File: src/rtl/core/msc_pkg.sv
// shared constants and types for the mpeg-4 start code frame scanner
// no dependencies; used by the top level, the frame clock and the checker
package msc_pkg;

  localparam int CounterWidthDef = 32;
  localparam int IdxW            = 32;
  localparam int TsW             = 38;

  // timestamp in ms: index * MsPerSec / FrameRate, kept as whole part plus fraction
  localparam int MsPerSec  = 1000;
  localparam int FrameRate = 30;
  localparam int TsStep    = MsPerSec / FrameRate;
  localparam int TsFrac    = MsPerSec % FrameRate;
  localparam int FracW     = $clog2(FrameRate);

  localparam logic [2:0] WINDOW_FULL     = 3'd4;
  localparam logic [1:0] SKIP_AFTER_CODE = 2'd3;

  localparam logic [7:0] START_PREFIX    = 8'h01;
  localparam logic [7:0] SHORT_MASK      = 8'hfc;
  localparam logic [7:0] SHORT_PREFIX    = 8'h80;
  localparam logic [7:0] SHORT_TAIL_MASK = 8'h03;
  localparam logic [7:0] SHORT_TAIL      = 8'h02;
  localparam logic [7:0] VOP_CODE        = 8'hb6;

  typedef struct packed {
    logic clear;  // stream restart, applied before this transaction
    logic step;   // a frame was found in this transaction
  } fc_ctrl_t;

endpackage

File: src/rtl/core/mpeg4_start_code_frame_scanner.sv
// MPEG-4 start code frame scanner, top level
// Usage: bytes of a video elementary stream enter on the in_ channel, one per
// transaction, with in_stream_start marking the first byte of a new stream
// (window, counters and short mode clear before that byte). The block looks
// for start codes 00 00 01 xx and short-header picture codes; after a code it
// ignores three byte positions. On the byte after a frame code it emits one
// out_ transaction: frame type, short mode, frame index, offset of the code
// and index*1000/30 ms. Bytes that start no frame give no output.
// Each byte waits in the input register; its result is registered in out_.
// Throughput: one byte per cycle while out_stall holds back no result; the
// input register, one pass of compare logic and the output register form the
// pipeline, and the timestamp is advanced by an add per frame, not a multiply.
// Stall: while out_stall holds back a waiting result, the byte in the input
// register waits and in_stall goes high; a byte arriving while the result is
// taken moves on in the same cycle.
// Reset: synchronous, active low; control state clears, data registers do not;
// no result is pending and a byte is accepted in the first cycle after reset.
// depends on msc_pkg and msc_frame_clock
module mpeg4_start_code_frame_scanner #(
  parameter int COUNTER_WIDTH = msc_pkg::CounterWidthDef
) (
  input  logic                      clk,
  input  logic                      rst_n,
  input  logic                      in_valid,
  output logic                      in_stall,
  input  logic [7:0]                in_data_byte,
  input  logic                      in_stream_start,
  output logic                      out_valid,
  input  logic                      out_stall,
  output logic [1:0]                out_frame_type,
  output logic                      out_short_mode,
  output logic [msc_pkg::IdxW-1:0]  out_frame_index,
  output logic [msc_pkg::IdxW-1:0]  out_frame_offset,
  output logic [msc_pkg::TsW-1:0]   out_timestamp_ms
);
  import msc_pkg::*;

  // input register
  logic       s1_valid_r;
  logic [7:0] s1_byte_r;
  logic       s1_start_r;

  // scan state
  logic [31:0]              win_r, win_nxt;
  logic [2:0]               fill_r, fill_nxt;
  logic [1:0]               skip_r, skip_nxt;
  logic                     short_r, short_nxt;
  logic [COUNTER_WIDTH-1:0] pos_r, pos_nxt;

  // result register
  logic            out_valid_r;
  logic [1:0]      type_r, type_nxt;
  logic            smode_r;
  logic [IdxW-1:0] index_r, index_nxt;
  logic [IdxW-1:0] offset_r, offset_nxt;
  logic [TsW-1:0]  ts_r;

  logic                     fire;
  logic [31:0]              win_c;
  logic [2:0]               fill_c;
  logic [1:0]               skip_c;
  logic                     short_c;
  logic [COUNTER_WIDTH-1:0] pos_c;
  logic [7:0]               b0, b1, b2, b3;
  logic                     full, code_ok, normal_hit, short_hit, match, frame;
  logic [COUNTER_WIDTH-1:0] fc_count;
  logic [TsW-1:0]           fc_stamp;
  fc_ctrl_t                 fc_ctrl;

  assign fire     = s1_valid_r && (!out_valid_r || !out_stall);
  assign in_stall = s1_valid_r && out_valid_r && out_stall;

  always_comb begin
    win_c   = s1_start_r ? '0 : win_r;
    fill_c  = s1_start_r ? '0 : fill_r;
    skip_c  = s1_start_r ? '0 : skip_r;
    short_c = s1_start_r ? 1'b0 : short_r;
    pos_c   = s1_start_r ? '0 : pos_r;
    b0 = win_c[31:24];
    b1 = win_c[23:16];
    b2 = win_c[15:8];
    b3 = win_c[7:0];

    full       = fill_c == WINDOW_FULL;
    code_ok    = full && (skip_c == '0) && (b0 == '0) && (b1 == '0);
    normal_hit = code_ok && (b2 == START_PREFIX);
    short_hit  = code_ok && !normal_hit && ((b2 & SHORT_MASK) == SHORT_PREFIX)
                 && ((b3 & SHORT_TAIL_MASK) == SHORT_TAIL);
    match      = normal_hit || short_hit;
    short_nxt  = short_c || short_hit;
    frame      = match && (short_nxt || (b3 == VOP_CODE));

    if (match) begin
      skip_nxt = SKIP_AFTER_CODE;
    end else if (full && (skip_c != '0)) begin
      skip_nxt = skip_c - 1'b1;
    end else begin
      skip_nxt = skip_c;
    end
    win_nxt  = {win_c[23:0], s1_byte_r};
    fill_nxt = full ? fill_c : fill_c + 1'b1;
    pos_nxt  = pos_c + 1'b1;

    type_nxt   = short_nxt ? {1'b0, s1_byte_r[1]} : s1_byte_r[7:6];
    index_nxt  = IdxW'(fc_count);
    // code's first byte sits four positions back
    offset_nxt = IdxW'(pos_c - COUNTER_WIDTH'(4));

    fc_ctrl.clear = fire && s1_start_r;
    fc_ctrl.step  = fire && frame;
  end

  msc_frame_clock #(
    .COUNTER_WIDTH(COUNTER_WIDTH)
  ) u_frame_clock (
    .clk   (clk),
    .rst_n (rst_n),
    .ctrl  (fc_ctrl),
    .count (fc_count),
    .stamp (fc_stamp)
  );

  always_ff @(posedge clk) begin
    if (!rst_n) begin
      s1_valid_r <= 1'b0;
    end else if (in_valid && !in_stall) begin
      s1_valid_r <= 1'b1;
    end else if (fire) begin
      s1_valid_r <= 1'b0;
    end
  end

  always_ff @(posedge clk) begin
    if (in_valid && !in_stall) begin
      s1_byte_r  <= in_data_byte;
      s1_start_r <= in_stream_start;
    end
  end

  always_ff @(posedge clk) begin
    if (!rst_n) begin
      win_r   <= '0;
      fill_r  <= '0;
      skip_r  <= '0;
      short_r <= 1'b0;
      pos_r   <= '0;
    end else if (fire) begin
      win_r   <= win_nxt;
      fill_r  <= fill_nxt;
      skip_r  <= skip_nxt;
      short_r <= short_nxt;
      pos_r   <= pos_nxt;
    end
  end

  always_ff @(posedge clk) begin
    if (!rst_n) begin
      out_valid_r <= 1'b0;
    end else if (fire) begin
      out_valid_r <= frame;
    end else if (!out_stall) begin
      out_valid_r <= 1'b0;
    end
  end

  always_ff @(posedge clk) begin
    if (fire && frame) begin
      type_r   <= type_nxt;
      smode_r  <= short_nxt;
      index_r  <= index_nxt;
      offset_r <= offset_nxt;
      ts_r     <= fc_stamp;
    end
  end

  assign out_valid        = out_valid_r;
  assign out_frame_type   = type_r;
  assign out_short_mode   = smode_r;
  assign out_frame_index  = index_r;
  assign out_frame_offset = offset_r;
  assign out_timestamp_ms = ts_r;

endmodule

File: src/rtl/core/msc_frame_clock.sv
// frame counter and millisecond timestamp for the start code scanner
// the timestamp is carried incrementally (whole ms plus a fraction), no multiplier
// depends on msc_pkg
module msc_frame_clock #(
  parameter int COUNTER_WIDTH = msc_pkg::CounterWidthDef
) (
  input  logic                          clk,
  input  logic                          rst_n,
  input  msc_pkg::fc_ctrl_t             ctrl,
  output logic [COUNTER_WIDTH-1:0]      count,
  output logic [msc_pkg::TsW-1:0]       stamp
);
  import msc_pkg::*;

  logic [COUNTER_WIDTH-1:0] cnt_r, cnt_nxt;
  logic [TsW-1:0]           ts_r, ts_nxt;
  logic [FracW-1:0]         frac_r, frac_nxt;
  logic [FracW:0]           frac_sum;
  logic                     carry;

  always_comb begin
    count    = ctrl.clear ? '0 : cnt_r;
    stamp    = ctrl.clear ? '0 : ts_r;
    frac_sum = {1'b0, (ctrl.clear ? '0 : frac_r)} + (FracW+1)'(TsFrac);
    carry    = frac_sum >= (FracW+1)'(FrameRate);
    cnt_nxt  = count;
    ts_nxt   = stamp;
    frac_nxt = ctrl.clear ? '0 : frac_r;
    if (ctrl.step) begin
      cnt_nxt = count + 1'b1;
      if (&count) begin
        // counter wraps to zero, so does its timestamp
        ts_nxt   = '0;
        frac_nxt = '0;
      end else begin
        ts_nxt   = stamp + TsW'(TsStep) + TsW'(carry);
        frac_nxt = carry ? FracW'(frac_sum - (FracW+1)'(FrameRate)) : FracW'(frac_sum);
      end
    end
  end

  always_ff @(posedge clk) begin
    if (!rst_n) begin
      cnt_r  <= '0;
      ts_r   <= '0;
      frac_r <= '0;
    end else if (ctrl.clear || ctrl.step) begin
      cnt_r  <= cnt_nxt;
      ts_r   <= ts_nxt;
      frac_r <= frac_nxt;
    end
  end

endmodule

File: config.mk
export PLATFORM = sky130hd
export DESIGN_NAME = mpeg4_start_code_frame_scanner
export DESIGN_NICKNAME = d
export VERILOG_FILES = /design/src/rtl/core/msc_pkg.sv /design/src/rtl/core/mpeg4_start_code_frame_scanner.sv /design/src/rtl/core/msc_frame_clock.sv
export SDC_FILE = /design/constraint.sdc
export NUM_CORES = 1
export LEC_CHECK = 0
export BUFFER_PORTS_ARGS = -buffer_cell sky130_fd_sc_hd__buf_2
export CORE_MARGIN = 5
export CORE_UTILIZATION = 50
export CTS_CLUSTER_DIAMETER = 100
export DETAILED_ROUTE_END_ITERATION = 10
export PLACE_DENSITY = 0.7
export SYNTH_ARGS = -nofsm -noshare
export SYNTH_HDL_FRONTEND = slang
export SYNTH_SLANG_ARGS = --single-unit
File: constraint.sdc
create_clock -name clk -period 4.8 [get_ports clk]
set_clock_uncertainty 0.15 [all_clocks]
set_input_delay 0.72 -clock clk [delete_from_list [all_inputs] [get_ports clk]]
set_output_delay 0.72 -clock clk [all_outputs]
set_load 0.005 [all_outputs]
### After elaboration in Yosys (flattened, before gate mapping)

Cells that the tools add are included.

* add/subtract/negate cells: 9
* magnitude comparators: 1
* reduce and logical (&&, ||, !) cells: 30
* multiplexer cells: 22
* equality and inequality tests: 6

Operators by type and width (number)
* 32-bit two-way mux: 4
* 38-bit two-way mux: 3
* 32-bit by 1-bit adder with 32-bit output (second input constant): 2
* 38-bit by 1-bit adder with 38-bit output: 1
* 38-bit by 6-bit adder with 38-bit output (second input constant): 1
* 32-bit AND reduction: 1
* 32-bit by 3-bit subtractor with 32-bit output (second input constant): 1
* 5-bit two-way mux: 4
* 8-bit logical NOT: 2
* 1-bit logical AND: 15
* 8-bit by 1-bit equality test with 1-bit output (second input constant): 1
* 8-bit equality test (second input constant): 1
* 5-bit by 4-bit adder with 6-bit output (second input constant): 1
* 6-bit equality test (second input constant): 1
* 6-bit by 5-bit >= comparator with 1-bit output (second input constant): 1
* 1-bit two-way mux: 6
* 2-bit two-way mux: 3
* 3-bit two-way mux: 2
* 1-bit logical OR: 5
* 5-bit subtractor (second input constant): 1
* 1-bit logical NOT: 4
* 2-bit nonzero test: 2
* 3-bit by 1-bit adder with 3-bit output (second input constant): 1
* 3-bit equality test (second input constant): 1
* other kinds (4): 4

* flip-flop bits (word level): 261
* word-level logic and storage cells: 86
* bits of input ports: 13
* output and inout bits: 107

### Depth between registers and ports, before layout

* depth in word-level cells: 15
* gate-level depth with buffers: 15
* depth with buffers taken out: 12

### Modules after synthesis

A second synthesis with hierarchy kept.

* cell total of the unflattened synthesis: 1261
* area, all modules: 12107.9 um^2

By module, submodules not included
* mpeg4_start_code_frame_scanner: sequential area each 4864.7 um^2, area each 7738.7 um^2, instances 1, cells an instance 704
* msc_frame_clock: sequential area each 1481.4 um^2, area each 4369.2 um^2, instances 1, cells an instance 557

### Worst setup path after synthesis

OpenSTA, ideal clock, no wires.

* path kind: register -> register
* start point: reg s1_start_r
* end point: reg u_frame_clock.frac_r[3]
* arrival: 4214 ps
* setup time: 75 ps
* cell stages (with the launch flop): 16
* period minus slack after synthesis: 4439 ps
* setup slack: 361 ps
* path through: edfxtp_1 inv_1 clkbuf_1 clkbuf_1 buf_1 nand2_1 ha_1 nor4b_1 nand4_1 nor3_4 nand2_2 buf_2 clkinv_1 buf_2 nand3_1 a31oi_1

RTL lines
* from (decl): RTL line mpeg4_start_code_frame_scanner.sv:41 `logic s1_start_r;`
* from (signal assigned): RTL line mpeg4_start_code_frame_scanner.sv:136 `s1_start_r <= in_stream_start;`
* to (signal assigned): RTL line msc_frame_clock.sv:50 `frac_r <= frac_nxt;`
* to (decl): RTL line msc_frame_clock.sv:17 `logic [FracW-1:0] frac_r, frac_nxt;`

### Worst setup path after layout

* start point: reg s1_start_r
* end point: reg u_frame_clock.ts_r[7]

* word-level cells in the longest chain between the ends: 15
* elaborated cells between the ends (all ways): 37
* classes of those cells: 3 x add/sub; 1 x order compare; 5 x eq/ne; 9 x mux; 19 x reduce/logical

RTL lines
* parallel branches: the longest is 15 deep, another holds 38-bit by 1-bit adder with 38-bit output
* to (signal assigned): RTL line msc_frame_clock.sv:49 `ts_r <= ts_nxt;`
* to (decl): RTL line msc_frame_clock.sv:16 `logic [TsW-1:0] ts_r, ts_nxt;`

Parallel ways; which one is timed is not known.
A chain may end at the register's enable or synchronous reset.

==> flow_summary.toml <==
[outcome]
status = "complete, no violations"

[drt]
highest-signal-layer = "met4"
met1_length_um = 13000
drc = 0
drt-total-wl_um = 29100
wl_met3_um = 2000
first_pass_iters = 7
ant_nets = 0
vias = 9819
wire_per_inst_um = 17.2
drt_iter0_markers = 909
vias_per_cell = 5.78
wl_met2_um = 13500

[clocking]
cts_max_level = 1
cts_buffers = 27
postCtsHoldBufs = 0
cts_setup_buffers = 0
clk_pin_slew_worst_paths_ns = 0.06
insertion_delay_ns = 0.53
clock-sinks = 260
clk_root_buffer_cell = "clkbuf_16"
cts_buffer_depth = 3
cts_resized = 0
tritoncts = "yes"

[pwr]
p_leak_nw = 5.05
ir_drop_v = 0.000225
total_power_w = 0.00477
clockPowerShare_pct = 49.1
p_seq_share_pct = 48.4
p_sw_w = 0.000968
p_per_area_nw_per_um2 = 343
combPwrFrac_pct = 2.5
intPower_w = 0.00381
p_sw_share_pct = 20.3

[logic_synthesis]
yosysSeqAreaShare_pct = 52.8
synth_cell_type_count = 68
ys_seq_elements = 260
yosysMostFrequentCell = "nand2_1"
yosys_most_used_dff = "dfxtp_1"
syn-num-nets = 1285
async_flop_share_pct = 0
synth_top_area_cell = "edfxtp_1"
synthCells = 1263
synth_top_cells_by_area = "edfxtp_1 28%, dfxtp_1 24%, nand2_1 4.7%"
synth_edf_count = 114
avgSynthCellArea_um2 = 9.52
yosys_warnings = 0
synth_commonest_cells = "150 x nand2_1, 146 x dfxtp_1, 114 x edfxtp_1"
syn_area_um2 = 12000
synth.top_cell.area_share_pct = 28.5

[sta]
slew_viol_final = 0
hold_viol_final = 0
setup_tns_ns = 0
fmax_mhz = 268
period_needed_ns = 3.73
finalSetupViolations = 0
final.period_utilization_pct = 77.8
rsz0062_at_grt = "no"
worst_pin_slew_ns = 1.02
timing.slew.headroom_pct = 30.5

[layout]
nets = 1381
diodes = 0
syn_to_final_growth_pct = 15.9
multi_input_area_um2 = 5310
regArea_um2 = 6350
fin_cells = 1698
layout-drive-gt1-share_pct = 14.6
fill_cells = 2048

[hold_path]
hp-start = "in_data_byte[7]"
whs_path_depth = 1
hold_path.class = "in2reg"
hold_end = "s1_byte_r[7]$_DFFE_PP_"

[grt]
track_usage_pct = 20.7
grt_max_degree = 68
grt_overflow_total = 0
antenna_found_initial = 0
grt_pass1_wl_um = 46200
grt_pass1_vias = 9093

[setup_path]
path_max_fanout = 44
arrival_ns = 4.03
r2r_slack_ns = 1.07
crit_type = "reg2reg"
reg2reg_to = "u_frame_clock.ts_r[7]$_SDFFE_PN0P_"
end_kind = "flop"
r2r_cells = 13
r2r-start = "s1_start_r$_DFFE_PP_"
cp-start-kind = "flop"
crit_required_ns = 5.09

[place]
place_inst = 1649
port_buffers = 119
post-dp-hpwl_um = 19200
place.gp.congestion = 0.894

[die]
die_h_um = 165
die_area_um2 = 27200
fp.coreArea_um2 = 23500
fp.dieW_um = 165
initial_core_util_pct = 51.0
placementRows = 56
ios = 120

[run]
max_cap_violations = 0
cells in the final DEF, fill, tap and decap left out, types with 36 or more instances in the layout:
cell type / count
nand4_1: 40
a21oi_1: 92
and2_1: 71
buf_2: 119
xnor2_1: 36
nand3_1: 89
dfxtp_1: 146
edfxtp_1: 114
nand2_1: 149
nor2_1: 91
power groups by stage:
stage / logic (W) / registers, W / clock network, W
after CTS: 0.000117 / 0.00231 / 0.00238
after global routing: 0.000128 / 0.00231 / 0.00248
after detailed placement: 0.000116 / 0.00236 / 0
after floorplan: 0.0000765 / 0.00236 / 0
after global placement: 0.000115 / 0.00236 / 0
final: 0.000117 / 0.00231 / 0.00235
cell families after synthesis:
| kind of cell | after synthesis | share of synthesized area, % |
|---|---|---|
| XOR/XNOR | 64 | 4.66 |
| adder cells (fa/ha/maj) | 9 | 0.937 |
| multiplexers | 8 | 0.698 |
| flip-flops | 260 | 52.8 |
| AO/OA/AOI/OAI | 213 | 10.9 |
| buffers and inverters | 98 | 3.14 |
| AND/OR/NAND/NOR | 611 | 26.8 |
worst max-delay path by stage:
stage | start | end | slack [ns] | cells past startpoint
after floorplan | s1_start_r$_DFFE_PP_ | u_frame_clock.frac_r[3]$_SDFFE_PN0P_ | 0.36 | 15
final | s1_start_r$_DFFE_PP_ | u_frame_clock.ts_r[7]$_SDFFE_PN0P_ | 1.07 | 13
after global placement | out_stall | u_frame_clock.ts_r[12]$_SDFFE_PN0P_ | 0.76 | 13
after detailed placement | out_stall | u_frame_clock.ts_r[14]$_SDFFE_PN0P_ | 0.71 | 13
after global routing | out_valid$_SDFFE_PN0P_ | u_frame_clock.ts_r[14]$_SDFFE_PN0P_ | 0.71 | 12
after CTS | out_valid$_SDFFE_PN0P_ | u_frame_clock.ts_r[14]$_SDFFE_PN0P_ | 1.10 | 12
metal layers:
| layer | vias up | global-route usage, % |
|---|---|---|
| met5 | - | 0 |
| met3 | 56 | 2.92 |
| met1 | 4645 | 28.6 |
| met4 | 0 | 5.97 |
| li1 | 4758 | - |
| met2 | 360 | 34.2 |
through the flow:
stage	hold WS [ns]	setup WS (ns)	instance area, µm²	util [%]
finish	0.216	1.07	13900	59.2
global placement	0.291	0.763	12900	54.9
detailed placement	0.297	0.707	12900	54.9
CTS	0.193	1.10	13900	59.2
global route	0.194	0.705	13900	59.2
floorplan	0.282	0.361	12000	-
layout make-up:
cell class	count	share of cell area [%]
flip-flops and latches	260	45.6
inverters	25	0.692
clock inverters	17	2.15
repair buffers	140	5.59
multi-input cells	905	38.1
well taps	319	2.87
clock buffers	32	5.06
critical path, cell delays in order (launching register included):
cell      delay (ns)
edfxtp_1        0.41
inv_1           0.19
buf_4           0.27
nand2_1         0.11
ha_1            0.19
and3b_1         0.19
nand4_1         0.34
nor3_4          0.23
buf_4           0.37
nand2_2         0.12
inv_4           0.45
buf_12          0.32
nand4b_1        0.13
a21oi_1         0.15
state kept, by name, summed over array words and instances, names as in the netlist, 4 cells and up:
register	flops
out_timestamp_ms	38
u_frame_clock.ts_r	38
out_frame_index	32
out_frame_offset	32
pos_r	32
u_frame_clock.cnt_r	32
win_r	32
s1_byte_r	8
u_frame_clock.frac_r	4
Note: power is estimated with default switching activity, not from simulation.
